**src/design/epoch_seconds_to_calendar_assert.svh**
```systemverilog
// Assertion macros for the epoch-to-calendar block.
// Both sample on clk_i and are disabled while rst_ni is low.
`ifndef EPOCH_SECONDS_TO_CALENDAR_ASSERT_SVH
`define EPOCH_SECONDS_TO_CALENDAR_ASSERT_SVH

// The consequent must hold in the same cycle as the antecedent.
`define ESC_ASSERT_NOW(label, ante, cons, msg) \
  label: assert property (@(posedge clk_i) disable iff (!rst_ni) (ante) |-> (cons)) \
    else $error(msg);

// The consequent must hold in the cycle after the antecedent.
`define ESC_ASSERT_NEXT(label, ante, cons, msg) \
  label: assert property (@(posedge clk_i) disable iff (!rst_ni) (ante) |=> (cons)) \
    else $error(msg);

`endif

```
**src/design/esc_pkg.sv**
```systemverilog
package esc_pkg;

  // Divisors pre-shifted to the top quotient bit of each restoring division
  localparam logic [31:0] DivDayTop  = 32'd2831155200;  // 86400 << 15
  localparam logic [31:0] DivHourTop = 32'd57600;       // 3600 << 4
  localparam logic [31:0] DivMinTop  = 32'd1920;        // 60 << 5

  localparam logic [3:0]  DayBits    = 4'd15;
  localparam logic [3:0]  HourBits   = 4'd4;
  localparam logic [3:0]  MinBits    = 4'd5;

  localparam logic [11:0] EpochYear  = 12'd1970;
  localparam logic [3:0]  LastMonth  = 4'd11;
  localparam logic [8:0]  YearLenStd = 9'd365;
  localparam logic [8:0]  YearLenLeap = 9'd366;

  typedef struct packed {
    logic [4:0]  hour;
    logic [5:0]  minute;
    logic [5:0]  second;
    logic [2:0]  weekday;
    logic [11:0] year;
    logic [8:0]  year_day;
    logic [3:0]  month;
    logic [4:0]  month_day;
  } esc_result_t;

  typedef struct packed {
    logic idle;
    logic done;
  } esc_stat_t;

  // Reachable years are 1970..2106: the only centuries are 2000 (leap) and 2100 (not)
  function automatic logic leap_of(input logic [11:0] year);
    leap_of = (year[1:0] == 2'b00) && (year != 12'd2100);
  endfunction

  function automatic logic [4:0] month_len(input logic leap, input logic [3:0] mon);
    case (mon)
      4'd0:    month_len = 5'd31;
      4'd1:    month_len = leap ? 5'd29 : 5'd28;
      4'd2:    month_len = 5'd31;
      4'd3:    month_len = 5'd30;
      4'd4:    month_len = 5'd31;
      4'd5:    month_len = 5'd30;
      4'd6:    month_len = 5'd31;
      4'd7:    month_len = 5'd31;
      4'd8:    month_len = 5'd30;
      4'd9:    month_len = 5'd31;
      4'd10:   month_len = 5'd30;
      default: month_len = 5'd31;
    endcase
  endfunction

endpackage

```
**src/design/esc_in_if.sv**
```systemverilog
interface esc_in_if;
  logic        valid;
  logic        ready;
  logic [31:0] utc_seconds;

  modport source (output valid, output utc_seconds, input ready);
  modport sink (input valid, input utc_seconds, output ready);
endinterface

```
**src/design/esc_out_if.sv**
```systemverilog
interface esc_out_if;
  logic        valid;
  logic        ready;
  logic [4:0]  hour;
  logic [5:0]  minute;
  logic [5:0]  second;
  logic [2:0]  weekday;
  logic [11:0] year;
  logic [8:0]  year_day;
  logic [3:0]  month;
  logic [4:0]  month_day;

  modport source (output valid, output hour, output minute, output second, output weekday,
                  output year, output year_day, output month, output month_day, input ready);
  modport sink (input valid, input hour, input minute, input second, input weekday,
                input year, input year_day, input month, input month_day, output ready);
endinterface

```
**src/design/esc_core.sv**
```systemverilog
module esc_core (
  input  logic                clk_i,
  input  logic                rst_ni,
  input  logic                start_i,
  input  logic [31:0]         time_i,
  input  logic                take_i,
  output esc_pkg::esc_stat_t   stat_o,
  output esc_pkg::esc_result_t res_o
);
  import esc_pkg::*;

  localparam logic [2:0] S_IDLE  = 3'd0;
  localparam logic [2:0] S_DAYS  = 3'd1;
  localparam logic [2:0] S_HOUR  = 3'd2;
  localparam logic [2:0] S_MIN   = 3'd3;
  localparam logic [2:0] S_YEAR  = 3'd4;
  localparam logic [2:0] S_MONTH = 3'd5;
  localparam logic [2:0] S_DONE  = 3'd6;

  logic [2:0]  state_q, state_d;
  logic [31:0] acc_q, acc_d;
  logic [31:0] div_q, div_d;
  logic [15:0] quo_q, quo_d;
  logic [3:0]  cnt_q, cnt_d;
  logic [2:0]  wk_q, wk_d;
  logic [15:0] days_q, days_d;
  logic [4:0]  hour_q, hour_d;
  logic [5:0]  minute_q, minute_d;
  logic [5:0]  second_q, second_d;
  logic [11:0] year_q, year_d;
  logic [8:0]  yday_q, yday_d;
  logic [3:0]  mon_q, mon_d;

  // shared subtract/compare unit
  logic        leap;
  logic [31:0] sub_op;
  logic [32:0] diff;
  logic        ge;
  logic [3:0]  wk_dbl;

  assign leap = leap_of(year_q);

  always_comb begin
    case (state_q)
      S_YEAR:  sub_op = {23'd0, leap ? YearLenLeap : YearLenStd};
      S_MONTH: sub_op = {27'd0, month_len(leap, mon_q)};
      default: sub_op = div_q;
    endcase
  end

  assign diff   = {1'b0, acc_q} - {1'b0, sub_op};
  assign ge     = ~diff[32];
  // day count mod 7, built as quotient bits arrive MSB first
  assign wk_dbl = {wk_q, ge};

  always_comb begin
    state_d  = state_q;
    acc_d    = acc_q;
    div_d    = div_q;
    quo_d    = quo_q;
    cnt_d    = cnt_q;
    wk_d     = wk_q;
    days_d   = days_q;
    hour_d   = hour_q;
    minute_d = minute_q;
    second_d = second_q;
    year_d   = year_q;
    yday_d   = yday_q;
    mon_d    = mon_q;
    case (state_q)
      S_IDLE: begin
        if (start_i) begin
          acc_d   = time_i;
          div_d   = DivDayTop;
          cnt_d   = DayBits;
          wk_d    = 3'd0;
          state_d = S_DAYS;
        end
      end
      S_DAYS, S_HOUR, S_MIN: begin
        quo_d = {quo_q[14:0], ge};
        div_d = div_q >> 1;
        cnt_d = cnt_q - 4'd1;
        if (ge) begin
          acc_d = diff[31:0];
        end
        if (state_q == S_DAYS) begin
          wk_d = (wk_dbl >= 4'd7) ? 3'(wk_dbl - 4'd7) : wk_dbl[2:0];
        end
        if (cnt_q == 4'd0) begin
          case (state_q)
            S_DAYS: begin
              days_d  = quo_d;
              div_d   = DivHourTop;
              cnt_d   = HourBits;
              state_d = S_HOUR;
            end
            S_HOUR: begin
              hour_d  = quo_d[4:0];
              div_d   = DivMinTop;
              cnt_d   = MinBits;
              state_d = S_MIN;
            end
            default: begin
              minute_d = quo_d[5:0];
              second_d = ge ? diff[5:0] : acc_q[5:0];
              acc_d    = {16'd0, days_q};
              year_d   = EpochYear;
              state_d  = S_YEAR;
            end
          endcase
        end
      end
      S_YEAR: begin
        if (ge) begin
          acc_d  = diff[31:0];
          year_d = year_q + 12'd1;
        end else begin
          yday_d  = acc_q[8:0];
          mon_d   = 4'd0;
          state_d = S_MONTH;
        end
      end
      S_MONTH: begin
        if (ge && (mon_q != LastMonth)) begin
          acc_d = diff[31:0];
          mon_d = mon_q + 4'd1;
        end else begin
          state_d = S_DONE;
        end
      end
      S_DONE: begin
        if (take_i) begin
          state_d = S_IDLE;
        end
      end
      default: state_d = S_IDLE;
    endcase
  end

  always_ff @(posedge clk_i or negedge rst_ni) begin
    if (!rst_ni) begin
      state_q <= S_IDLE;
    end else begin
      state_q <= state_d;
    end
  end

  always_ff @(posedge clk_i) begin
    acc_q    <= acc_d;
    div_q    <= div_d;
    quo_q    <= quo_d;
    cnt_q    <= cnt_d;
    wk_q     <= wk_d;
    days_q   <= days_d;
    hour_q   <= hour_d;
    minute_q <= minute_d;
    second_q <= second_d;
    year_q   <= year_d;
    yday_q   <= yday_d;
    mon_q    <= mon_d;
  end

  assign stat_o.idle = (state_q == S_IDLE);
  assign stat_o.done = (state_q == S_DONE);

  // day 0 was a Thursday
  assign res_o.hour      = hour_q;
  assign res_o.minute    = minute_q;
  assign res_o.second    = second_q;
  assign res_o.weekday   = (wk_q >= 3'd3) ? (wk_q - 3'd3) : (wk_q + 3'd4);
  assign res_o.year      = year_q;
  assign res_o.year_day  = yday_q;
  assign res_o.month     = mon_q;
  assign res_o.month_day = acc_q[4:0] + 5'd1;

endmodule

```
**src/design/epoch_seconds_to_calendar.sv**
```systemverilog
// Channel   Dir  Payload                                    Transfer
// in_i      in   utc_seconds[31:0]                          valid & ready
// out_o     out  hour minute second weekday year            valid & ready
//                year_day month month_day
// apb       in   offset_seconds at byte address 0           psel & penable & pwrite
//
// Per transaction the sequencer loads the sum while idle, then runs the day split,
// the hour and minute splits, the year loop and the month loop, and holds the
// result in its done state; the year loop on the shared subtractor is the longest step.
// in_i.ready is high only while the sequencer is idle; a finished result moves
// to the output register, so a new transaction may start while it waits.
// rst_ni clears the offset register and all control state asynchronously.
`include "epoch_seconds_to_calendar_assert.svh"

module epoch_seconds_to_calendar (
  input  logic        clk_i,
  input  logic        rst_ni,
  esc_in_if.sink      in_i,
  esc_out_if.source   out_o,
  input  logic        psel,
  input  logic        penable,
  input  logic        pwrite,
  input  logic [2:0]  paddr,
  input  logic [31:0] pwdata,
  output logic [31:0] prdata,
  output logic        pready
);
  import esc_pkg::*;

  logic [16:0]  offset_q;
  logic         cfg_wr;
  logic         start;
  logic [31:0]  t_sum;
  logic         take;
  logic         out_valid_q;
  esc_result_t  out_res_q;
  esc_result_t  core_res;
  esc_stat_t    core_stat;

  assign pready = 1'b1;
  assign cfg_wr = psel && penable && pwrite && (paddr[2] == 1'b0);
  assign prdata = (paddr[2] == 1'b0) ? {{15{offset_q[16]}}, offset_q} : 32'd0;

  always_ff @(posedge clk_i or negedge rst_ni) begin
    if (!rst_ni) begin
      offset_q <= 17'd0;
    end else if (cfg_wr) begin
      offset_q <= pwdata[16:0];
    end
  end

  // wraps modulo 2^32
  assign t_sum = in_i.utc_seconds + {{15{offset_q[16]}}, offset_q};

  assign in_i.ready = core_stat.idle;
  assign start      = in_i.valid && in_i.ready;
  assign take       = core_stat.done && (!out_valid_q || out_o.ready);

  esc_core u_core (
    .clk_i   (clk_i),
    .rst_ni  (rst_ni),
    .start_i (start),
    .time_i  (t_sum),
    .take_i  (take),
    .stat_o  (core_stat),
    .res_o   (core_res)
  );

  always_ff @(posedge clk_i or negedge rst_ni) begin
    if (!rst_ni) begin
      out_valid_q <= 1'b0;
    end else if (take) begin
      out_valid_q <= 1'b1;
    end else if (out_o.ready) begin
      out_valid_q <= 1'b0;
    end
  end

  always_ff @(posedge clk_i) begin
    if (take) begin
      out_res_q <= core_res;
    end
  end

  assign out_o.valid     = out_valid_q;
  assign out_o.hour      = out_res_q.hour;
  assign out_o.minute    = out_res_q.minute;
  assign out_o.second    = out_res_q.second;
  assign out_o.weekday   = out_res_q.weekday;
  assign out_o.year      = out_res_q.year;
  assign out_o.year_day  = out_res_q.year_day;
  assign out_o.month     = out_res_q.month;
  assign out_o.month_day = out_res_q.month_day;

  `ESC_ASSERT_NEXT(a_busy_after_start, start, !in_i.ready, "input taken while sequencer busy")
  `ESC_ASSERT_NOW(a_no_overwrite, take && out_valid_q, out_o.ready, "pending result overwritten")
  `ESC_ASSERT_NOW(a_fields_in_range, out_valid_q, (out_o.hour <= 5'd23) && (out_o.minute <= 6'd59) && (out_o.second <= 6'd59) && (out_o.weekday <= 3'd6) && (out_o.month <= 4'd11) && (out_o.month_day != 5'd0), "result field out of range")

endmodule
```
**src/flat_wrapper.sv**
```systemverilog
// flat-port wrapper written by rule: the top's interface ports become plain ports
module epoch_seconds_to_calendar_flat import esc_pkg::*;
  (clk_i, rst_ni, psel, penable, pwrite, paddr, pwdata, prdata, pready, in_i_valid, in_i_utc_seconds, in_i_ready, out_o_valid, out_o_hour, out_o_minute, out_o_second, out_o_weekday, out_o_year, out_o_year_day, out_o_month, out_o_month_day, out_o_ready);
  esc_in_if in_i_i ();
  esc_out_if out_o_i ();
  input  logic clk_i;
  input  logic rst_ni;
  input  logic psel;
  input  logic penable;
  input  logic pwrite;
  input  logic [2:0] paddr;
  input  logic [31:0] pwdata;
  output logic [31:0] prdata;
  output logic pready;
  input wire logic [$bits(in_i_i.valid)-1:0] in_i_valid;
  input wire logic [$bits(in_i_i.utc_seconds)-1:0] in_i_utc_seconds;
  output wire logic [$bits(in_i_i.ready)-1:0] in_i_ready;
  output wire logic [$bits(out_o_i.valid)-1:0] out_o_valid;
  output wire logic [$bits(out_o_i.hour)-1:0] out_o_hour;
  output wire logic [$bits(out_o_i.minute)-1:0] out_o_minute;
  output wire logic [$bits(out_o_i.second)-1:0] out_o_second;
  output wire logic [$bits(out_o_i.weekday)-1:0] out_o_weekday;
  output wire logic [$bits(out_o_i.year)-1:0] out_o_year;
  output wire logic [$bits(out_o_i.year_day)-1:0] out_o_year_day;
  output wire logic [$bits(out_o_i.month)-1:0] out_o_month;
  output wire logic [$bits(out_o_i.month_day)-1:0] out_o_month_day;
  input wire logic [$bits(out_o_i.ready)-1:0] out_o_ready;
  assign in_i_i.valid = in_i_valid;
  assign in_i_i.utc_seconds = in_i_utc_seconds;
  assign in_i_ready = in_i_i.ready;
  assign out_o_valid = out_o_i.valid;
  assign out_o_hour = out_o_i.hour;
  assign out_o_minute = out_o_i.minute;
  assign out_o_second = out_o_i.second;
  assign out_o_weekday = out_o_i.weekday;
  assign out_o_year = out_o_i.year;
  assign out_o_year_day = out_o_i.year_day;
  assign out_o_month = out_o_i.month;
  assign out_o_month_day = out_o_i.month_day;
  assign out_o_i.ready = out_o_ready;
  epoch_seconds_to_calendar u_core (.clk_i(clk_i), .rst_ni(rst_ni), .in_i(in_i_i), .out_o(out_o_i), .psel(psel), .penable(penable), .pwrite(pwrite), .paddr(paddr), .pwdata(pwdata), .prdata(prdata), .pready(pready));
endmodule
```
**config.mk**
```make
export PLATFORM = sky130hd
export DESIGN_NAME = epoch_seconds_to_calendar_flat
export DESIGN_NICKNAME = d
export VERILOG_FILES = /design/src/design/esc_pkg.sv /design/src/design/esc_in_if.sv /design/src/design/esc_out_if.sv /design/src/design/esc_core.sv /design/src/design/epoch_seconds_to_calendar.sv /design/src/flat_wrapper.sv
export VERILOG_INCLUDE_DIRS = /design/src /design/src/design
export SDC_FILE = /design/constraint.sdc
export NUM_CORES = 1
export LEC_CHECK = 0
export BUFFER_PORTS_ARGS = -buffer_cell sky130_fd_sc_hd__buf_2
export CELL_PAD_IN_SITES_DETAIL_PLACEMENT = 1
export CELL_PAD_IN_SITES_GLOBAL_PLACEMENT = 1
export CORE_MARGIN = 5
export CORE_UTILIZATION = 50
export CTS_CLUSTER_DIAMETER = 80
export DETAILED_ROUTE_END_ITERATION = 8
export HOLD_SLACK_MARGIN = 0.03
export PLACE_DENSITY = 0.94
export SLEW_MARGIN = 40
export SYNTH_ARGS = -nofsm -noshare
export SYNTH_HDL_FRONTEND = slang
export SYNTH_HIERARCHICAL = 1
export SYNTH_SLANG_ARGS = --single-unit
```
**constraint.sdc**
```tcl
create_clock -name clk_i -period 10.9 [get_ports clk_i]
set_clock_uncertainty 0.15 [all_clocks]
set_input_delay 1.09 -clock clk_i [delete_from_list [all_inputs] [get_ports clk_i]]
set_output_delay 1.09 -clock clk_i [all_outputs]
set_load 0.02 [all_outputs]
```
==> flow_summary.ini, run 1 <==
[global_route]
grt_max_degree = 53
grt_pass1_vias = 10400
antenna_found_initial = 1
track_usage_pct = 25.6
grt_pass1_wl_um = 57700
grt_overflow = 0

[floorplanning]
initial_core_util_pct = 50.5
die_w_um = 166
placement_rows = 57
die-area_um2 = 27700
core_um2 = 24200
fp.dieH_um = 166
ios = 159

[drt]
routed_wl_um = 36800
drc = 0
drtPass1Iterations = 5
drt_first_iter_violations = 850
vias = 9875
antenna_left = 0
viasPerCell = 6.29
wire_per_inst_um = 23.5

[sta]
final.setup.worst_slack_ps = 4720
drv_slew = 0
rsz0062_at_grt = no
whs_ps = 269
worst_pin_slew_ps = 915
final-hold-violation-count = 0
finalSetupViolCount = 0
finalWorstPathRequiredPeriod_ps = 6180
fmax_mhz = 162
min_period_over_period_pct = 56.7
max-slew-margin-rel_pct = 38.8
setup_tns_ps = 0

[critical_path]
cp_slowest_cell = o21ai_4
cp_cell_sequence = nor4b_1 -> nand2_1 -> o21ai_0 -> nand2_1 -> a21boi_0 -> o21ai_0 -> ha_1 -> inv_1 -> fa_1 -> a211oi_1 -> nor2_1 -> o31ai_1 -> a21o_1 -> a21oi_2 -> o21ai_4 -> inv_1 -> a21oi_2 -> o21ai_0
end_kind = flop
cp_max_fo = 16
r2r_cells = 18
worst_setup_path_start_kind = flop
cp_num_buf_inv = 2
rrSetupSlack_ps = 4720
critPathTopFamily = compound AO/OA/AOI/OAI gates
arrival_ps = 6260
cp.required_ps = 10980
worstSetupPathType = reg -> reg
worstReg2RegStart = u_core/u_core/year_q[3]
r2r_end = u_core/u_core/acc_q[21]
crit_top_cell = o21ai_0
slowest_delay_ps = 610

[logic_synthesis]
synth-main-ff-cell = edfxtp_1
synth_cell_types = 70
ys_seq_elements = 215
synthMuxAreaShare_pct = 2.68
synth-compound-area-share_pct = 15.9
synth_xor_area_share_pct = 5.08
async_flop_share_pct = 9.77
ys_seq_area_share_pct = 51.9
ys.warnings.count = 6
syn_area_um2 = 12200
synth_edf_count = 194
synth_top_family_by_area = compound AO/OA/AOI/OAI gates
synth-simple-area-share_pct = 13.3
synthCells = 1110
avgSynthCellArea_um2 = 11.0
synth.net_count = 1261
synth_fa_ha_area_share_pct = 7.99

[worst_hold_path]
whs_endpoint = u_core/out_o.second[1]
hold_path_depth = 0
min_from = u_core/u_core/second_q[1]
hold_path_class = reg -> reg

[place]
hpwl_um = 25400
dp_slack_ps = 5100
portBuffers = 140
gp_congestion = 0.899

[pwr]
intPower_mw = 2.69
netSwitchingPower_mw = 2.17
p_seq_share_pct = 30.6
leakage_nw = 5.77
irDropWorstVdd_v = 0.000147
comb_power_share_pct = 53.3
totalPowerFinal_mw = 4.86
p_sw_share_pct = 44.7
clkPwrFrac_pct = 16.1
power.density_nw_per_um2 = 349

[clock_tree]
cts_max_level = 1
cts_resized = 0
cts_tree = yes
cts_hold_buf = 0
clockBufferDepth = 3
tritoncts.num_buffers = 24
root_buffer = clkbuf_16
clk_pin_slew_ps = 60
clock-sinks = 215
clock_latency_ps = 530
cts_setup_buffers = 0

[outcome]
status = completed

[cells_and_area]
n_antenna_cell = 0
final_nets = 1381
drive_gt1_share_pct = 18.0
syn2layout_area_growth_pct = 13.6

[job]
maxCapViolCount = 0
-- flip-flops by register name (all words and copies together), names as in the netlist, 9 cells and up --
name,count
u_core/u_core/year_q,12
u_core/u_core/yday_q,9
u_core/out_o.year,12
u_core/u_core/div_q,32
u_core/offset_q,17
u_core/u_core/acc_q,32
u_core/u_core/days_q,16
u_core/u_core/quo_q,15
u_core/out_o.year_day,9
-- metrics by stage --
stage	instances	util (%)	cell area, um2
detailed placement	1527	54.2	13200
floorplan	1110	-	12200
finish	1569	57.4	13900
CTS	1568	57.3	13900
global route	1569	57.4	13900
global placement	1526	54.1	13100
-- cell type report --
cell class	instances	area (um2)
Sequential cell	215	6350
Fill cell	2661	10300
Clock buffer	29	619
Clock inverter	12	118
Inverter	23	86.3
Tap cell	324	405
Timing Repair Buffer	150	777
Multi-Input combinational cell	816	5550
-- worst max-delay path by stage --
stage	start	endpoint	slack, ps	cells past startpoint
2_1_floorplan	u_core/u_core/state_q[1]	u_core/u_core/acc_q[0]	5730	15
3_3_place_gp	u_core/u_core/year_q[3]	u_core/u_core/acc_q[25]	4970	18
3_5_place_dp	u_core/u_core/year_q[3]	u_core/u_core/acc_q[16]	5100	18
5_1_grt	u_core/u_core/mon_q[0]	u_core/u_core/acc_q[16]	4450	19
6_report	u_core/u_core/year_q[3]	u_core/u_core/acc_q[21]	4720	18
4_1_cts	u_core/u_core/year_q[3]	u_core/u_core/acc_q[16]	4840	18
-- power by group through the flow --
stage | clock network, mW | registers [mW] | logic, mW
5_1_grt | 0.837 | 1.51 | 2.78
6_report | 0.782 | 1.49 | 2.59
3_5_place_dp | 0 | 1.49 | 2.45
2_1_floorplan | 0 | 1.40 | 1.84
4_1_cts | 0.792 | 1.48 | 2.53
3_3_place_gp | 0 | 1.46 | 2.24
-- worst register-to-register path, cell delays in order, from the launching register on --
cell	delay, ps
edfxtp_1	500
nor4b_1	340
nand2_1	80
o21ai_0	250
nand2_1	120
a21boi_0	140
o21ai_0	400
ha_1	230
inv_1	50
fa_1	460
a211oi_1	400
nor2_1	160
o31ai_1	370
a21o_1	280
a21oi_2	110
o21ai_4	610
inv_1	390
a21oi_2	590
o21ai_0	270
-- placed cells by master (no fill, tap or decap), types with 6 or more instances in the layout --
cell type	count
a211oi_1	11
a21o_1	42
a21oi_1	91
a221oi_1	15
a222oi_1	6
a22oi_1	11
a31oi_1	10
and3_1	28
buf_2	141
buf_4	8
clkbuf_16	24
dfrtp_1	21
edfxtp_1	194
ha_1	75
inv_1	22
mux2_2	19
mux2i_1	8
nand2_1	103
nand2b_1	6
nand3_1	25
nand4_1	13
nor2_1	86
nor2b_1	22
nor3_1	12
nor3b_1	6
o21a_1	8
o21ai_0	54
o21bai_1	11
xnor2_1	39
xor2_1	32
-- cell usage after synthesis (10+ instances only) --
| cell type | n | area, um2 |
|---|---|---|
| a211oi_1 | 11 | 82.6 |
| a21o_1 | 42 | 315 |
| a21oi_1 | 93 | 465 |
| a221oi_1 | 15 | 131 |
| a22oi_1 | 11 | 82.6 |
| a31oi_1 | 10 | 62.6 |
| and3_1 | 28 | 175 |
| buf_4 | 17 | 128 |
| clkbuf_1 | 34 | 128 |
| dfrtp_1 | 21 | 526 |
| edfxtp_1 | 194 | 5830 |
| ha_1 | 75 | 938 |
| inv_1 | 23 | 86.3 |
| mux2_2 | 19 | 214 |
| nand2_1 | 103 | 387 |
| nand3_1 | 25 | 125 |
| nand4_1 | 13 | 81.3 |
| nor2_1 | 90 | 338 |
| nor2b_1 | 23 | 144 |
| nor3_1 | 12 | 60.1 |
| o21ai_0 | 54 | 270 |
| o21bai_1 | 11 | 82.6 |
| xnor2_1 | 39 | 342 |
| xor2_1 | 32 | 280 |
-- cell families after synthesis --
| kind of cell | Yosys count |
|---|---|
| XOR/XNOR | 71 |
| other | 1 |
| multiplexers | 30 |
| adder cells (fa/ha/maj) | 77 |
| AND/OR/NAND/NOR | 338 |
| buffers and inverters | 79 |
| AO/OA/AOI/OAI | 299 |
| flip-flops | 215 |
-- routing by layer --
metal / track usage [%] / routed length (um)
met4: 9.14 / 1240
met1: 31.0 / 14200
met2: 45.4 / 18500
met5: 0 / 13
met3: 5.02 / 2860
(Power assumes the default switching activity.)
==> run 2: changes to the inputs <==
Settings changed: ABC_AREA from default to 1, CORE_UTILIZATION 50 to 44, PLACE_DENSITY 0.94 to 0.89.
Clock period 10.9 ns to 6.2 ns, I/O delays scaled along.
==> run 2 against run 1 <==
Against the previous run:
- cell area increased by 14%
- clock power rose by 110%
- synthesized cell count grew 62%
- routed wire length up 23%
- count of clock-buffer cells in the layout down 2
- final cell count up 50%
- largest power group unchanged
- die area is 27% higher
- combinational power grew 120%
- global-route usage is 0.66 points lower
- via count rose by 28%
==> flow_summary.ini, run 2 <==
[clock_tree]
root_buffer = clkbuf_16
tritoncts.num_buffers = 25
cts_tree = yes
clk_pin_slew_ps = 60
cts_setup_buffers = 0
clockBufferDepth = 3
cts_max_level = 1
clock_latency_ps = 540
clock-sinks = 215

[critical_path]
worst_setup_path_start_kind = flop
end_kind = flop
cp.required_ps = 6330
arrival_ps = 5120
rrSetupSlack_ps = 1220
r2r_end = u_core/u_core/acc_q[9]
worstSetupPathType = reg -> reg
worstReg2RegStart = u_core/u_core/state_q[0]
cp_max_fo = 28
crit_path_start = u_core/u_core/state_q[0]
r2r_cells = 23

[cells_and_area]
instances_no_fill = 2347
final_cell_mix = 585 x nand2_1, 273 x inv_1, 202 x nor2_1
syn2layout_area_growth_pct = 14.4
largestRegisters = u_core/u_core/acc_q: 32 flops, u_core/u_core/div_q: 32 flops, u_core/offset_q: 17 flops
post-route-util_pct = 50.7
drive_gt1_share_pct = 12.9
mostFrequentLayoutCell = nand2_1
design_area_um2 = 15900
n_antenna_cell = 0
fill_cells = 3888
final_nets = 2078

[sta]
final-hold-violation-count = 0
drv_slew = 0
final.setup.worst_slack_ps = 1220
finalSetupViolCount = 0
setup_tns_ps = 0
rsz0062_at_grt = no
max-slew-margin-rel_pct = 45.3
whs_ps = 178
fmax_mhz = 201
finalWorstPathRequiredPeriod_ps = 4980
min_period_over_period_pct = 80.4
worst_pin_slew_ps = 815

[outcome]
status = completed

[drt]
antenna_left = 0
drtPass1Iterations = 6
wire_per_inst_um = 19.3
drc = 0
viasPerCell = 5.41
drt_first_iter_violations = 888
routed_wl_um = 45300
vias = 12700

[logic_synthesis]
ys_seq_elements = 215
synth.most_common_cell = nand2_1
yosysTopAreaCell = edfxtp_1
ys_seq_area_share_pct = 45.6
ys.warnings.count = 6
synth_top_area_share_pct = 41.8
synth_area_leaders = edfxtp_1 42%, nand2_1 16%, inv_1 7.4%
synth_cell_types = 44
avgSynthCellArea_um2 = 7.76
syn_area_um2 = 13900
yosys-top-cells-count = 585 x nand2_1, 274 x inv_1, 205 x nor2_1
synth_edf_count = 194
synthCells = 1794
synth-main-ff-cell = edfxtp_1
async_flop_share_pct = 9.77
synth.net_count = 1945

[worst_hold_path]
hold_path_class = in -> reg
min_from = pwdata[12]
whs_endpoint = u_core/offset_q[12]
hold_path_depth = 3

[pwr]
comb_power_share_pct = 57.5
p_seq_share_pct = 26.4
power.density_nw_per_um2 = 635
netSwitchingPower_mw = 5.06
p_sw_share_pct = 50.1
irDropWorstVdd_v = 0.000314
clkPwrFrac_pct = 16.2
intPower_mw = 5.05
totalPowerFinal_mw = 10.1
leakage_nw = 7.87

[place]
gp_congestion = 0.955
portBuffers = 140
place_area_um2 = 15000
dp_slack_ps = 1360
place_inst = 2301
hpwl_um = 33500

[floorplanning]
fp.dieH_um = 188
initial_core_util_pct = 44.4
die_w_um = 188
placement_rows = 65
core_um2 = 31400
ios = 159
die-area_um2 = 35300

[global_route]
antenna_found_initial = 0
grt_max_degree = 50
grt_pass1_vias = 13600
grt_pass1_wl_um = 71200
grt_overflow = 0
track_usage_pct = 24.9

[job]
maxCapViolCount = 0
==> run 2: how the worst max path moves through the flow <==
stage                               to  slack (ps)  cells after the start
2_1_floorplan   u_core/u_core/acc_q[0]         530                     22
3_3_place_gp   u_core/u_core/acc_q[22]        1640                     23
3_5_place_dp   u_core/u_core/acc_q[14]        1360                     23
4_1_cts        u_core/u_core/acc_q[14]        1320                     23
5_1_grt        u_core/u_core/acc_q[11]         980                     23
6_report        u_core/u_core/acc_q[9]        1220                     23
==> run 2: cell families after synthesis <==
logic type / after synthesis / share of synthesized area [%]
AND/OR/NAND/NOR: 951 / 28.0
multiplexers: 1 / 0.0809
XOR/XNOR: 41 / 2.58
AO/OA/AOI/OAI: 175 / 6.95
other: 1 / 0.0269
buffers and inverters: 333 / 9.75
flip-flops: 215 / 45.6
adder cells (fa/ha/maj): 77 / 7.03
==> run 2: final cells by class <==
cell class | count | area, um2 | area share [%]
multi-input combinational | 1246 | 6240 | 39.2
clock inverter | 18 | 270 | 1.70
tap | 402 | 503 | 3.16
inverter | 285 | 1070 | 6.73
sequential | 215 | 6350 | 39.9
timing repair buffer | 154 | 848 | 5.33
clock buffer | 27 | 633 | 3.98
==> run 2: power by group through the flow <==
stage | registers, mW | logic [mW] | clock network [mW]
finish | 2.67 | 5.81 | 1.63
global placement | 2.62 | 5.16 | 0
floorplan | 2.58 | 3.89 | 0
detailed placement | 2.67 | 5.56 | 0
CTS | 2.66 | 5.70 | 1.66
global route | 2.70 | 6.34 | 1.73
==> run 2: critical path: stages, from the launching register on <==
cell	delay, ps
dfrtp_1	470
nor2_1	290
inv_2	100
nor2_2	80
buf_4	220
inv_2	160
nand2_4	150
o21ai_0	100
nor2_1	200
ha_1	190
inv_1	60
fa_1	410
nand3_1	120
nand2_1	120
nand2_1	80
nand2_1	130
nand2_1	90
nand2_1	110
nand2_2	130
nand2_4	260
nand2_1	150
nand2_1	480
a21oi_1	390
nor2_1	70
==> run 2: routing by layer <==
metal | share of wire, % | wire, um | up-vias | GRT usage, %
met1 | 39 | 17800 | 6099 | 29.5
met4 | 3.9 | 1760 | 0 | 9.71
met2 | 50 | 22900 | 494 | 45.4
met5 | 0 | 0 | - | 0
li1 | - | - | 5978 | -
met3 | 6.2 | 2830 | 118 | 3.87
==> run 2: repair_timing <==
item                                   4_1_cts  5_1_grt
resized for setup                            0        0
hold buffers                                 1        0
endpoints found under the hold margin       21        0
